--- src/design/ktp_pkg.sv ---
// ----------------------------------------------------------------------------
// ktp_pkg
// Shared types and constants of the keyed timer pool: command codes,
// classified operations, queue item layout and sizes.
// ----------------------------------------------------------------------------
package ktp_pkg;

   localparam int SLOTS      = 16;
   localparam int SLOT_W     = (SLOTS > 1) ? $clog2(SLOTS) : 1;
   localparam int TICK_W     = 16;
   localparam int KEY_W      = 8;
   localparam int SECS_W     = 8;
   localparam int TPS_W      = 6;
   localparam int REQ_W      = SECS_W + TPS_W;
   localparam int QDEPTH     = 2;
   localparam int QPTR_W     = (QDEPTH > 1) ? $clog2(QDEPTH) : 1;
   localparam int QCNT_W     = $clog2(QDEPTH + 1);
   localparam int CSR_ADDR_W = 3;
   localparam int CSR_DATA_W = 32;

   localparam logic [TPS_W-1:0] TPS_60 = TPS_W'(60);
   localparam logic [TPS_W-1:0] TPS_50 = TPS_W'(50);

   // ceil(2^RECIP_SHIFT / rate): exact floor division of any REQ_W-bit count
   localparam int RECIP_W     = 15;
   localparam int RECIP_SHIFT = 20;
   localparam int QUOT_W      = SECS_W + 1;
   localparam int PROD_W      = REQ_W + RECIP_W;

   localparam logic [RECIP_W-1:0] RECIP_60 = RECIP_W'(17477);
   localparam logic [RECIP_W-1:0] RECIP_50 = RECIP_W'(20972);

   localparam logic [2:0] CMD_TICK   = 3'd0;
   localparam logic [2:0] CMD_CREATE = 3'd1;
   localparam logic [2:0] CMD_REMOVE = 3'd2;
   localparam logic [2:0] CMD_COUNT  = 3'd3;
   localparam logic [2:0] CMD_REMAIN = 3'd4;

   localparam logic REG_RATE = 1'b0;

   typedef enum logic [2:0] {
      OP_TICK,
      OP_CREATE,
      OP_REMOVE,
      OP_COUNT,
      OP_REMAIN,
      OP_DONE_NOW,
      OP_NONE
   } ktp_op_type;

   typedef struct packed {
      ktp_op_type        op;
      logic [KEY_W-1:0]  key;
      logic [SECS_W-1:0] secs;
      logic [REQ_W-1:0]  req;
   } ktp_item_type;

   typedef enum logic [2:0] {
      B_IDLE,
      B_FIND,
      B_UPDATE,
      B_DIV,
      B_LEFT,
      B_OUT
   } ktp_state_type;

endpackage

--- src/design/ktp_front.sv ---
// ----------------------------------------------------------------------------
// ktp_front
// Command front end: accepts commands, classifies them and computes the
// target tick count before handing them to the command queue.
// ----------------------------------------------------------------------------
module ktp_front
   import ktp_pkg::*;
(
   input  logic              push,
   output logic              full,
   input  logic [2:0]        req_cmd,
   input  logic [KEY_W-1:0]  req_timer_id,
   input  logic [SECS_W-1:0] req_seconds,
   input  logic              rate_60,
   input  logic              q_full,
   output logic              q_push,
   output ktp_item_type      q_item
);

   logic [REQ_W-1:0] secs_ext;
   logic [REQ_W-1:0] tps_ext;
   logic             secs_zero;

   assign full      = q_full;
   assign q_push    = push && !q_full;
   assign secs_ext  = REQ_W'(req_seconds);
   assign tps_ext   = REQ_W'(rate_60 ? TPS_60 : TPS_50);
   assign secs_zero = (req_seconds == '0);

   always_comb begin
      q_item.key  = req_timer_id;
      q_item.secs = req_seconds;
      q_item.req  = secs_ext * tps_ext;
      case (req_cmd)
         CMD_TICK:   q_item.op = OP_TICK;
         CMD_CREATE: q_item.op = OP_CREATE;
         CMD_REMOVE: q_item.op = OP_REMOVE;
         CMD_COUNT:  q_item.op = secs_zero ? OP_DONE_NOW : OP_COUNT;
         CMD_REMAIN: q_item.op = secs_zero ? OP_NONE : OP_REMAIN;
         default:    q_item.op = OP_NONE;
      endcase
   end

endmodule

--- src/design/ktp_queue.sv ---
// ----------------------------------------------------------------------------
// ktp_queue
// Short command queue between the front end and the back end.
// ----------------------------------------------------------------------------
module ktp_queue
   import ktp_pkg::*;
(
   input  logic         clock,
   input  logic         reset,
   input  logic         q_push,
   input  ktp_item_type q_item,
   output logic         q_full,
   input  logic         q_pop,
   output logic         q_empty,
   output ktp_item_type q_head
);

   ktp_item_type      mem_ff [QDEPTH];
   logic [QPTR_W-1:0] wr_ptr_ff, wr_ptr_in;
   logic [QPTR_W-1:0] rd_ptr_ff, rd_ptr_in;
   logic [QCNT_W-1:0] count_ff, count_in;
   logic              do_push;
   logic              do_pop;

   assign q_full  = (count_ff == QCNT_W'(QDEPTH));
   assign q_empty = (count_ff == '0);
   assign q_head  = mem_ff[rd_ptr_ff];
   assign do_push = q_push && !q_full;
   assign do_pop  = q_pop && !q_empty;

   always_comb begin
      wr_ptr_in = wr_ptr_ff;
      rd_ptr_in = rd_ptr_ff;
      count_in  = count_ff;
      if (do_push) begin
         wr_ptr_in = (wr_ptr_ff == QPTR_W'(QDEPTH - 1)) ? '0 : wr_ptr_ff + 1'b1;
      end
      if (do_pop) begin
         rd_ptr_in = (rd_ptr_ff == QPTR_W'(QDEPTH - 1)) ? '0 : rd_ptr_ff + 1'b1;
      end
      if (do_push && !do_pop) begin
         count_in = count_ff + 1'b1;
      end else if (do_pop && !do_push) begin
         count_in = count_ff - 1'b1;
      end
   end

   always_ff @(posedge clock) begin
      if (reset) begin
         wr_ptr_ff <= '0;
         rd_ptr_ff <= '0;
         count_ff  <= '0;
      end else begin
         wr_ptr_ff <= wr_ptr_in;
         rd_ptr_ff <= rd_ptr_in;
         count_ff  <= count_in;
      end
   end

   always_ff @(posedge clock) begin
      if (do_push) begin
         mem_ff[wr_ptr_ff] <= q_item;
      end
   end

endmodule

--- src/design/ktp_back.sv ---
// ----------------------------------------------------------------------------
// ktp_back
// Command back end: slot pool, tick counter, key search, timer update,
// reciprocal division into seconds and the result register.
// ----------------------------------------------------------------------------
module ktp_back
   import ktp_pkg::*;
(
   input  logic              clock,
   input  logic              reset,
   input  logic              rate_60,
   input  logic              q_empty,
   input  ktp_item_type      q_head,
   output logic              q_pop,
   output logic              empty,
   input  logic              pop,
   output logic              rsp_done_res,
   output logic [SECS_W-1:0] rsp_seconds_left,
   output logic              rsp_pool_full
);

   ktp_state_type     state_ff, state_in;
   ktp_item_type      cur_ff, cur_in;
   logic [SLOT_W-1:0] idx_ff, idx_in;
   logic [REQ_W-1:0]  rem_ff, rem_in;
   logic [QUOT_W-1:0] quot_ff, quot_in;
   logic              res_done_ff, res_done_in;
   logic              res_full_ff, res_full_in;
   logic [SECS_W-1:0] res_left_ff, res_left_in;

   logic              rsp_valid_ff, rsp_valid_in;
   logic              rsp_done_ff, rsp_done_in;
   logic              rsp_full_ff, rsp_full_in;
   logic [SECS_W-1:0] rsp_left_ff, rsp_left_in;

   logic [SLOTS-1:0]  used_ff, used_in;
   logic [SLOTS-1:0]  running_ff, running_in;
   logic [SLOTS-1:0]  finished_ff, finished_in;
   logic [KEY_W-1:0]  key_ff [SLOTS];
   logic [KEY_W-1:0]  key_in [SLOTS];
   logic [TICK_W-1:0] start_ff [SLOTS];
   logic [TICK_W-1:0] start_in [SLOTS];
   logic [REQ_W-1:0]  target_ff [SLOTS];
   logic [REQ_W-1:0]  target_in [SLOTS];
   logic [TICK_W-1:0] tick_ff, tick_in;

   logic [SLOTS-1:0]  hit_vec;
   logic              hit_any;
   logic [SLOT_W-1:0] hit_idx;
   logic              free_any;
   logic [SLOT_W-1:0] free_idx;
   logic [SLOT_W-1:0] claim_idx;

   logic              same_tgt;
   logic              fin_ret;
   logic              keep;
   logic [TICK_W-1:0] eff_start;
   logic [REQ_W-1:0]  eff_tgt;
   logic [TICK_W-1:0] elapsed;
   logic              reached;
   logic [RECIP_W-1:0] recip;
   logic [PROD_W-1:0] prod;

   assign empty            = !rsp_valid_ff;
   assign rsp_done_res     = rsp_done_ff;
   assign rsp_seconds_left = rsp_left_ff;
   assign rsp_pool_full    = rsp_full_ff;
   assign q_pop            = (state_ff == B_IDLE) && !q_empty;
   assign recip            = rate_60 ? RECIP_60 : RECIP_50;

   always_comb begin
      hit_any  = 1'b0;
      hit_idx  = '0;
      free_any = 1'b0;
      free_idx = '0;
      for (int i = SLOTS - 1; i >= 0; i--) begin
         hit_vec[i] = used_ff[i] && (key_ff[i] == cur_ff.key);
         if (hit_vec[i]) begin
            hit_any = 1'b1;
            hit_idx = SLOT_W'(i);
         end
         if (!used_ff[i]) begin
            free_any = 1'b1;
            free_idx = SLOT_W'(i);
         end
      end
      claim_idx = hit_any ? hit_idx : free_idx;
   end

   always_comb begin
      same_tgt  = (target_ff[idx_ff] == cur_ff.req);
      fin_ret   = finished_ff[idx_ff] && same_tgt;
      keep      = running_ff[idx_ff] && same_tgt;
      eff_start = (fin_ret || keep) ? start_ff[idx_ff] : tick_ff;
      eff_tgt   = (fin_ret || keep) ? target_ff[idx_ff] : cur_ff.req;
      elapsed   = tick_ff - eff_start;
      reached   = (elapsed >= TICK_W'(eff_tgt));
      prod      = PROD_W'(rem_ff) * PROD_W'(recip);
   end

   always_comb begin
      state_in     = state_ff;
      cur_in       = cur_ff;
      idx_in       = idx_ff;
      rem_in       = rem_ff;
      quot_in      = quot_ff;
      res_done_in  = res_done_ff;
      res_full_in  = res_full_ff;
      res_left_in  = res_left_ff;
      used_in      = used_ff;
      running_in   = running_ff;
      finished_in  = finished_ff;
      key_in       = key_ff;
      start_in     = start_ff;
      target_in    = target_ff;
      tick_in      = tick_ff;
      rsp_valid_in = rsp_valid_ff && !pop;
      rsp_done_in  = rsp_done_ff;
      rsp_full_in  = rsp_full_ff;
      rsp_left_in  = rsp_left_ff;

      case (state_ff)
         B_IDLE: begin
            if (!q_empty) begin
               cur_in      = q_head;
               res_done_in = 1'b0;
               res_full_in = 1'b0;
               res_left_in = '0;
               state_in    = B_FIND;
            end
         end
         B_FIND: begin
            state_in = B_OUT;
            case (cur_ff.op)
               OP_TICK: begin
                  tick_in = tick_ff + 1'b1;
               end
               OP_DONE_NOW: begin
                  res_done_in = 1'b1;
               end
               OP_REMOVE: begin
                  if (hit_any) begin
                     used_in[hit_idx]     = 1'b0;
                     running_in[hit_idx]  = 1'b0;
                     finished_in[hit_idx] = 1'b0;
                  end
               end
               OP_CREATE, OP_COUNT, OP_REMAIN: begin
                  if (hit_any || free_any) begin
                     if (cur_ff.op == OP_CREATE || !hit_any) begin
                        used_in[claim_idx]     = 1'b1;
                        key_in[claim_idx]      = cur_ff.key;
                        running_in[claim_idx]  = 1'b0;
                        finished_in[claim_idx] = 1'b0;
                        start_in[claim_idx]    = '0;
                        target_in[claim_idx]   = '0;
                     end
                     if (cur_ff.op != OP_CREATE) begin
                        idx_in   = claim_idx;
                        state_in = B_UPDATE;
                     end
                  end else begin
                     res_full_in = 1'b1;
                     if (cur_ff.op == OP_REMAIN) begin
                        res_left_in = cur_ff.secs;
                     end
                  end
               end
               default: begin
               end
            endcase
         end
         B_UPDATE: begin
            if (!fin_ret && !keep) begin
               running_in[idx_ff]  = 1'b1;
               finished_in[idx_ff] = 1'b0;
               start_in[idx_ff]    = tick_ff;
               target_in[idx_ff]   = cur_ff.req;
            end
            if (cur_ff.op == OP_REMAIN) begin
               rem_in   = reached ? eff_tgt : elapsed[REQ_W-1:0];
               state_in = B_DIV;
            end else begin
               if (fin_ret) begin
                  res_done_in = 1'b1;
               end else if (reached) begin
                  finished_in[idx_ff] = 1'b1;
                  running_in[idx_ff]  = 1'b0;
                  res_done_in         = 1'b1;
               end
               state_in = B_OUT;
            end
         end
         B_DIV: begin
            quot_in  = prod[RECIP_SHIFT +: QUOT_W];
            state_in = B_LEFT;
         end
         B_LEFT: begin
            res_left_in = (quot_ff >= QUOT_W'(cur_ff.secs)) ? '0
                          : cur_ff.secs - quot_ff[SECS_W-1:0];
            state_in    = B_OUT;
         end
         B_OUT: begin
            if (!rsp_valid_ff || pop) begin
               rsp_valid_in = 1'b1;
               rsp_done_in  = res_done_ff;
               rsp_full_in  = res_full_ff;
               rsp_left_in  = res_left_ff;
               state_in     = B_IDLE;
            end
         end
         default: begin
            state_in = B_IDLE;
         end
      endcase
   end

   always_ff @(posedge clock) begin
      if (reset) begin
         state_ff     <= B_IDLE;
         used_ff      <= '0;
         running_ff   <= '0;
         finished_ff  <= '0;
         tick_ff      <= '0;
         rsp_valid_ff <= 1'b0;
      end else begin
         state_ff     <= state_in;
         used_ff      <= used_in;
         running_ff   <= running_in;
         finished_ff  <= finished_in;
         tick_ff      <= tick_in;
         rsp_valid_ff <= rsp_valid_in;
      end
   end

   always_ff @(posedge clock) begin
      cur_ff      <= cur_in;
      idx_ff      <= idx_in;
      rem_ff      <= rem_in;
      quot_ff     <= quot_in;
      res_done_ff <= res_done_in;
      res_full_ff <= res_full_in;
      res_left_ff <= res_left_in;
      rsp_done_ff <= rsp_done_in;
      rsp_full_ff <= rsp_full_in;
      rsp_left_ff <= rsp_left_in;
      key_ff      <= key_in;
      start_ff    <= start_in;
      target_ff   <= target_in;
   end

`ifndef SYNTHESIS
   a_unique_key: assert property (@(posedge clock) disable iff (reset)
      $onehot0(hit_vec))
      else $error("two used slots hold the same key");

   a_run_xor_fin: assert property (@(posedge clock) disable iff (reset)
      (running_ff & finished_ff) == '0)
      else $error("slot both running and finished");

   a_run_used: assert property (@(posedge clock) disable iff (reset)
      ((running_ff | finished_ff) & ~used_ff) == '0)
      else $error("timer active in a free slot");

   a_left_remain: assert property (@(posedge clock) disable iff (reset)
      (state_ff == B_OUT && res_left_ff != '0) |-> (cur_ff.op == OP_REMAIN))
      else $error("seconds left on a command other than remaining seconds");
`endif

endmodule

--- src/design/keyed_timer_pool_seconds.sv ---
// ----------------------------------------------------------------------------
// keyed_timer_pool_seconds
// Pool of keyed second timers on a wrapping tick counter, with command
// queue front end, sequenced back end and an APB-style rate register.
//
//   Channel   Handshake        Payload
//   command   push / full      req_cmd, req_timer_id, req_seconds
//   result    pop / empty      rsp_done_res, rsp_seconds_left, rsp_pool_full
//   register  psel / penable   paddr, pwdata, prdata (rate_is_60hz at 0x0)
//
// A command passes the back-end sequencer states idle, find and output (tick, create,
// remove, unused codes, zero durations, full pool), adds update (count seconds) or adds
// update, divide and subtract (remaining seconds); the reciprocal multiply and the
// subtraction from the requested seconds make the longest path.
// Two commands queue ahead of the back end; full rises only when both wait.
// A result waiting in the output register stalls the back end, not the queue.
// Reset empties the pool, clears the tick counter and selects 60 ticks/s.
// ----------------------------------------------------------------------------
module keyed_timer_pool_seconds
   import ktp_pkg::*;
(
   input  logic                  clock,
   input  logic                  reset,
   input  logic                  push,
   output logic                  full,
   input  logic [2:0]            req_cmd,
   input  logic [KEY_W-1:0]      req_timer_id,
   input  logic [SECS_W-1:0]     req_seconds,
   output logic                  empty,
   input  logic                  pop,
   output logic                  rsp_done_res,
   output logic [SECS_W-1:0]     rsp_seconds_left,
   output logic                  rsp_pool_full,
   input  logic                  psel,
   input  logic                  penable,
   input  logic                  pwrite,
   input  logic [CSR_ADDR_W-1:0] paddr,
   input  logic [CSR_DATA_W-1:0] pwdata,
   output logic [CSR_DATA_W-1:0] prdata,
   output logic                  pready
);

   logic         rate_ff, rate_in;
   logic         q_push;
   logic         q_full;
   logic         q_pop;
   logic         q_empty;
   ktp_item_type q_item;
   ktp_item_type q_head;
   logic         reg_hit;

   assign pready  = 1'b1;
   assign reg_hit = (paddr[CSR_ADDR_W-1:2] == REG_RATE);
   assign prdata  = reg_hit ? CSR_DATA_W'(rate_ff) : '0;
   assign rate_in = (psel && penable && pwrite && reg_hit) ? pwdata[0] : rate_ff;

   always_ff @(posedge clock) begin
      if (reset) begin
         rate_ff <= 1'b1;
      end else begin
         rate_ff <= rate_in;
      end
   end

   ktp_front u_front (
      .push         (push),
      .full         (full),
      .req_cmd      (req_cmd),
      .req_timer_id (req_timer_id),
      .req_seconds  (req_seconds),
      .rate_60      (rate_ff),
      .q_full       (q_full),
      .q_push       (q_push),
      .q_item       (q_item)
   );

   ktp_queue u_queue (
      .clock   (clock),
      .reset   (reset),
      .q_push  (q_push),
      .q_item  (q_item),
      .q_full  (q_full),
      .q_pop   (q_pop),
      .q_empty (q_empty),
      .q_head  (q_head)
   );

   ktp_back u_back (
      .clock            (clock),
      .reset            (reset),
      .rate_60          (rate_ff),
      .q_empty          (q_empty),
      .q_head           (q_head),
      .q_pop            (q_pop),
      .empty            (empty),
      .pop              (pop),
      .rsp_done_res     (rsp_done_res),
      .rsp_seconds_left (rsp_seconds_left),
      .rsp_pool_full    (rsp_pool_full)
   );

endmodule

--- config.mk ---
export PLATFORM = sky130hd
export DESIGN_NAME = keyed_timer_pool_seconds
export DESIGN_NICKNAME = d
export VERILOG_FILES = /design/src/design/ktp_pkg.sv /design/src/design/ktp_front.sv /design/src/design/ktp_queue.sv /design/src/design/ktp_back.sv /design/src/design/keyed_timer_pool_seconds.sv
export SDC_FILE = /design/constraint.sdc
export NUM_CORES = 2
export LEC_CHECK = 0
export BUFFER_PORTS_ARGS = -buffer_cell sky130_fd_sc_hd__buf_2
export CAP_MARGIN = 20
export CORE_MARGIN = 5
export CORE_UTILIZATION = 55
export DETAILED_ROUTE_END_ITERATION = 10
export GPL_TIMING_DRIVEN = 1
export PLACE_DENSITY = 0.79
export SLEW_MARGIN = 30
export SYNTH_ARGS = -nofsm -noshare
export SYNTH_HDL_FRONTEND = slang
export SYNTH_SLANG_ARGS = --single-unit
--- constraint.sdc ---
create_clock -name clock -period 8.33 [get_ports clock]
set_clock_uncertainty 0.05 [all_clocks]
set_input_delay 0.833 -clock clock [delete_from_list [all_inputs] [get_ports clock]]
set_output_delay 0.833 -clock clock [all_outputs]
set_load 0.02 [all_outputs]
==> results.yml <==
layout:
  final_nets: 3738
  synthToLayoutAreaGrowth_pct: 9.22
  multi_input_area_mm2: 0.0200
  fillCellCount: 5976
  drive_gt1_share_pct: 15.8
  regArea_mm2: 0.0240
timing:
  slew_violations: 0
  setup_tns_ns: 0
  finalSetupViolations: 0
  report.final.hold_viol_count: 0
  tightestPinTransition_ns: 0.975
  period_needed_ns: 7.89
  final.period_utilization_pct: 94.8
  rsz0062_at_grt: "true"
  slew_headroom_pct: 34.8
  fmax_mhz: 127
synthesis:
  yosys_most_used_dff: "edfxtp_1"
  synth-edff-count: 751
  ys_seq_area_share_pct: 52.7
  synth_area_mm2: 0.0456
  yosys.cell_count.top_type: "edfxtp_1"
  synth_top_area_share_pct: 49.5
  ys_top_cells_by_area: "edfxtp_1 (49%), a22o_1 (9.1%), mux4_2 (6.7%)"
  async_flop_share_pct: 0
  synth_area_per_cell_um2: 13.4
  synth_area_leader_cell: "edfxtp_1"
  synth_cell_types: 86
  synth_cells: 3393
  netlist_top_cells_count: "edfxtp_1 (751), a22o_1 (474), inv_1 (213)"
  synth-seq-cells: 824
  yosysWarnings: 0
floorplanning:
  rows: 105
  fp.dieArea_mm2: 0.0887
  die_h_um: 298
  pin_count: 106
  core-area_mm2: 0.0821
  fp.dieW_um: 298
  start_util_pct: 55.5
power_and_ir_drop:
  power_density_mw_per_mm2: 287
  ir_worst_vdd_uv: 226
  leakage_nw: 18.6
  switching_share_pct: 33.0
  p_int_w: 0.00958
  power.share.clock_pct: 26.0
  fin_total_pwr_w: 0.0143
  p_seq_share_pct: 44.1
  pwr-share-comb_pct: 29.9
  switchingPower_w: 0.00473
placement:
  port_buffers: 40
  dpl.hpwl_mm: 79.1
  gp_congestion: 0.957
routing:
  routed-via-count: 31268
  antenna_left: 0
  drc: 0
  wl_per_cell_um: 28.3
  via_per_inst: 6.91
  drt_iter0_drc: 4390
  dr.pass1.iters: 8
  routed_wl_mm: 128
cts:
  ctsHoldBuffers: 0
  clkSinkCount: 824
  cts_tree: "yes"
  clk_transition_reported_paths_ns: 0.07
  clock-root-buffer: "clkbuf_16"
  cts_max_path_buffers: 3
  numCtsBuffers: 85
  h-tree-depth: 3
  worstSkewPairLatency_ns: 0.64
global_route:
  grt_max_degree: 50
  grt_usage_pct: 28.1
  overflow: 0
  grt_pass1_wl_mm: 192
  grt_antenna_before_repair: 0
  grt_pass1_vias: 31257
worst_setup_path:
  reg2reg_depth: 31
  critPathLaunchType: "flop"
  critPathRequiredTime_ns: 8.86
  arrival_ns: 8.42
  crit_type: "reg2reg"
  critPathBufInv: 3
  cpPeakStageDelay_ns: 0.94
  cp_top_family: "compound AO/OA/AOI/OAI gates"
  r2r_start: "u_back.idx_ff[2]"
  r2r_end: "u_back.running_ff[9]"
  crit_path_top_delay_cell: "edfxtp_1"
  endpoint_kind: "flop"
  reg2reg_slack_ns: 0.44
  crit_fanout: 13
hold_path:
  holdPathStages: 1
  hold_class: "in2reg"
  hold-path-endpoint: "u_queue.mem_ff[0][29]"
  min_from: "req_timer_id[7]"
run_status:
  status: "completed"
flow_run:
  maxCapViolCount: 0
## layout make-up
class | count | share of cell area (%)
flip-flops and latches | 824 | 48.2
inverters | 214 | 1.61
clock inverters | 48 | 0.754
well taps | 1070 | 2.69
repair buffers | 130 | 1.86
clock buffers | 110 | 4.61
diodes | 1 | 0.00503
multi-input cells | 2129 | 40.2
## power by group through the flow
stage / Clock, W / Combinational (W) / Sequential, W
finish: 0.00372 / 0.00427 / 0.00630
detailed placement: 0 / 0.00416 / 0.00634
floorplan: 0 / 0.00293 / 0.00618
global route: 0.00393 / 0.00452 / 0.00635
global placement: 0 / 0.00402 / 0.00631
CTS: 0.00374 / 0.00421 / 0.00628
## metrics by stage
stage / area [um2] / instances / util (%) / worst slack [ns] / hold WS [ns]
after global routing: 49800 / 4525 / 60.6 / 0.00115 / 0.319
after floorplan: 45700 / 3439 / - / 1.43 / 0.350
after detailed placement: 47100 / 4366 / 57.3 / 0.441 / 0.366
after global placement: 47000 / 4366 / 57.2 / 0.616 / 0.352
after CTS: 49700 / 4524 / 60.6 / 0.354 / 0.308
final: 49800 / 4526 / 60.6 / 0.436 / 0.344
## cell usage in the layout (no fill, tap or decap), drive strengths merged, types with 13 or more instances in the layout
cell type,count
nor2b,42
mux2,48
mux4,139
nand3,53
inv,217
a21oi,92
and2,49
nand4,35
a31oi,15
xnor2,138
ha,187
nand2b,18
nor2,138
clkbuf,110
or2,13
a211oi,16
nand2,132
clkinv,35
a21o,27
a22o,474
buf,130
o21ai,50
dfxtp,73
nor4,17
fa,106
mux2i,44
nor3,41
conb,48
edfxtp,751
xor2,62
## layer usage
layer,vias to the layer above,global-route usage (%),routed length [um]
met5,-,0,0
met4,0,13.4,7020
met3,468,7.18,16100
met2,2426,43.5,57800
met1,15491,37.4,47300
li1,12883,-,-
## state kept, by name (all words and copies together), names as in the netlist, 8 cells and up
signal                   cells
u_back.quot_ff               9
u_back.finished_ff          16
u_back.running_ff           16
u_queue.mem_ff              64
u_back.tick_ff              16
u_back.target_ff           224
u_back.key_ff              128
u_back.start_ff            256
u_back.res_left_ff           8
u_back.rem_ff               14
u_back.used_ff              16
u_back.rsp_seconds_left      8
u_back.cur_ff               32
## cell families (layout without fill, tap and decap cells)
| family | after synthesis | count (layout) | share of synthesized area [%] |
|---|---|---|---|
| flip-flops | 824 | 824 | 52.7 |
| AO/OA/AOI/OAI | 778 | 778 | 13.5 |
| AND/OR/NAND/NOR | 579 | 579 | 6.39 |
| buffers and inverters | 486 | 502 | 4.71 |
| adder cells (fa/ha/maj) | 293 | 293 | 9.79 |
| multiplexers | 231 | 231 | 9.05 |
| XOR/XNOR | 200 | 200 | 3.84 |
| other | 2 | 49 | 0.0165 |
## repair_timing
action / 4_1_cts / 5_1_grt
setup endpoints to repair: 0 / 41
buffers inserted: 0 / 1
gates resized for setup: 0 / 2
## how the worst max path moves through the flow
stage / startpoint / to / cells past startpoint / slack (ns)
2_1_floorplan: u_back.idx_ff[0] / u_back.rem_ff[10] / 34 / 1.43
3_3_place_gp: u_back.idx_ff[2] / u_back.finished_ff[7] / 30 / 0.62
3_5_place_dp: u_back.idx_ff[2] / u_back.res_done_ff / 30 / 0.44
4_1_cts: u_back.idx_ff[0] / u_back.running_ff[9] / 31 / 0.35
5_1_grt: u_back.idx_ff[2] / u_back.res_done_ff / 30 / 0.001
6_report: u_back.idx_ff[2] / u_back.running_ff[9] / 31 / 0.44
## worst register-to-register path, delay by kind of cell (launching register included)
| family | cells | cell delay [ns] |
|---|---|---|
| xor+xnor | 2 | 0.42 |
| simple gates | 6 | 1.14 |
| fa+ha+maj | 2 | 0.64 |
| buf+inv | 3 | 0.80 |
| compound gates | 16 | 3.21 |
| mux | 2 | 0.65 |
| flops | 1 | 0.94 |
Power figures use the tool's default switching activity.
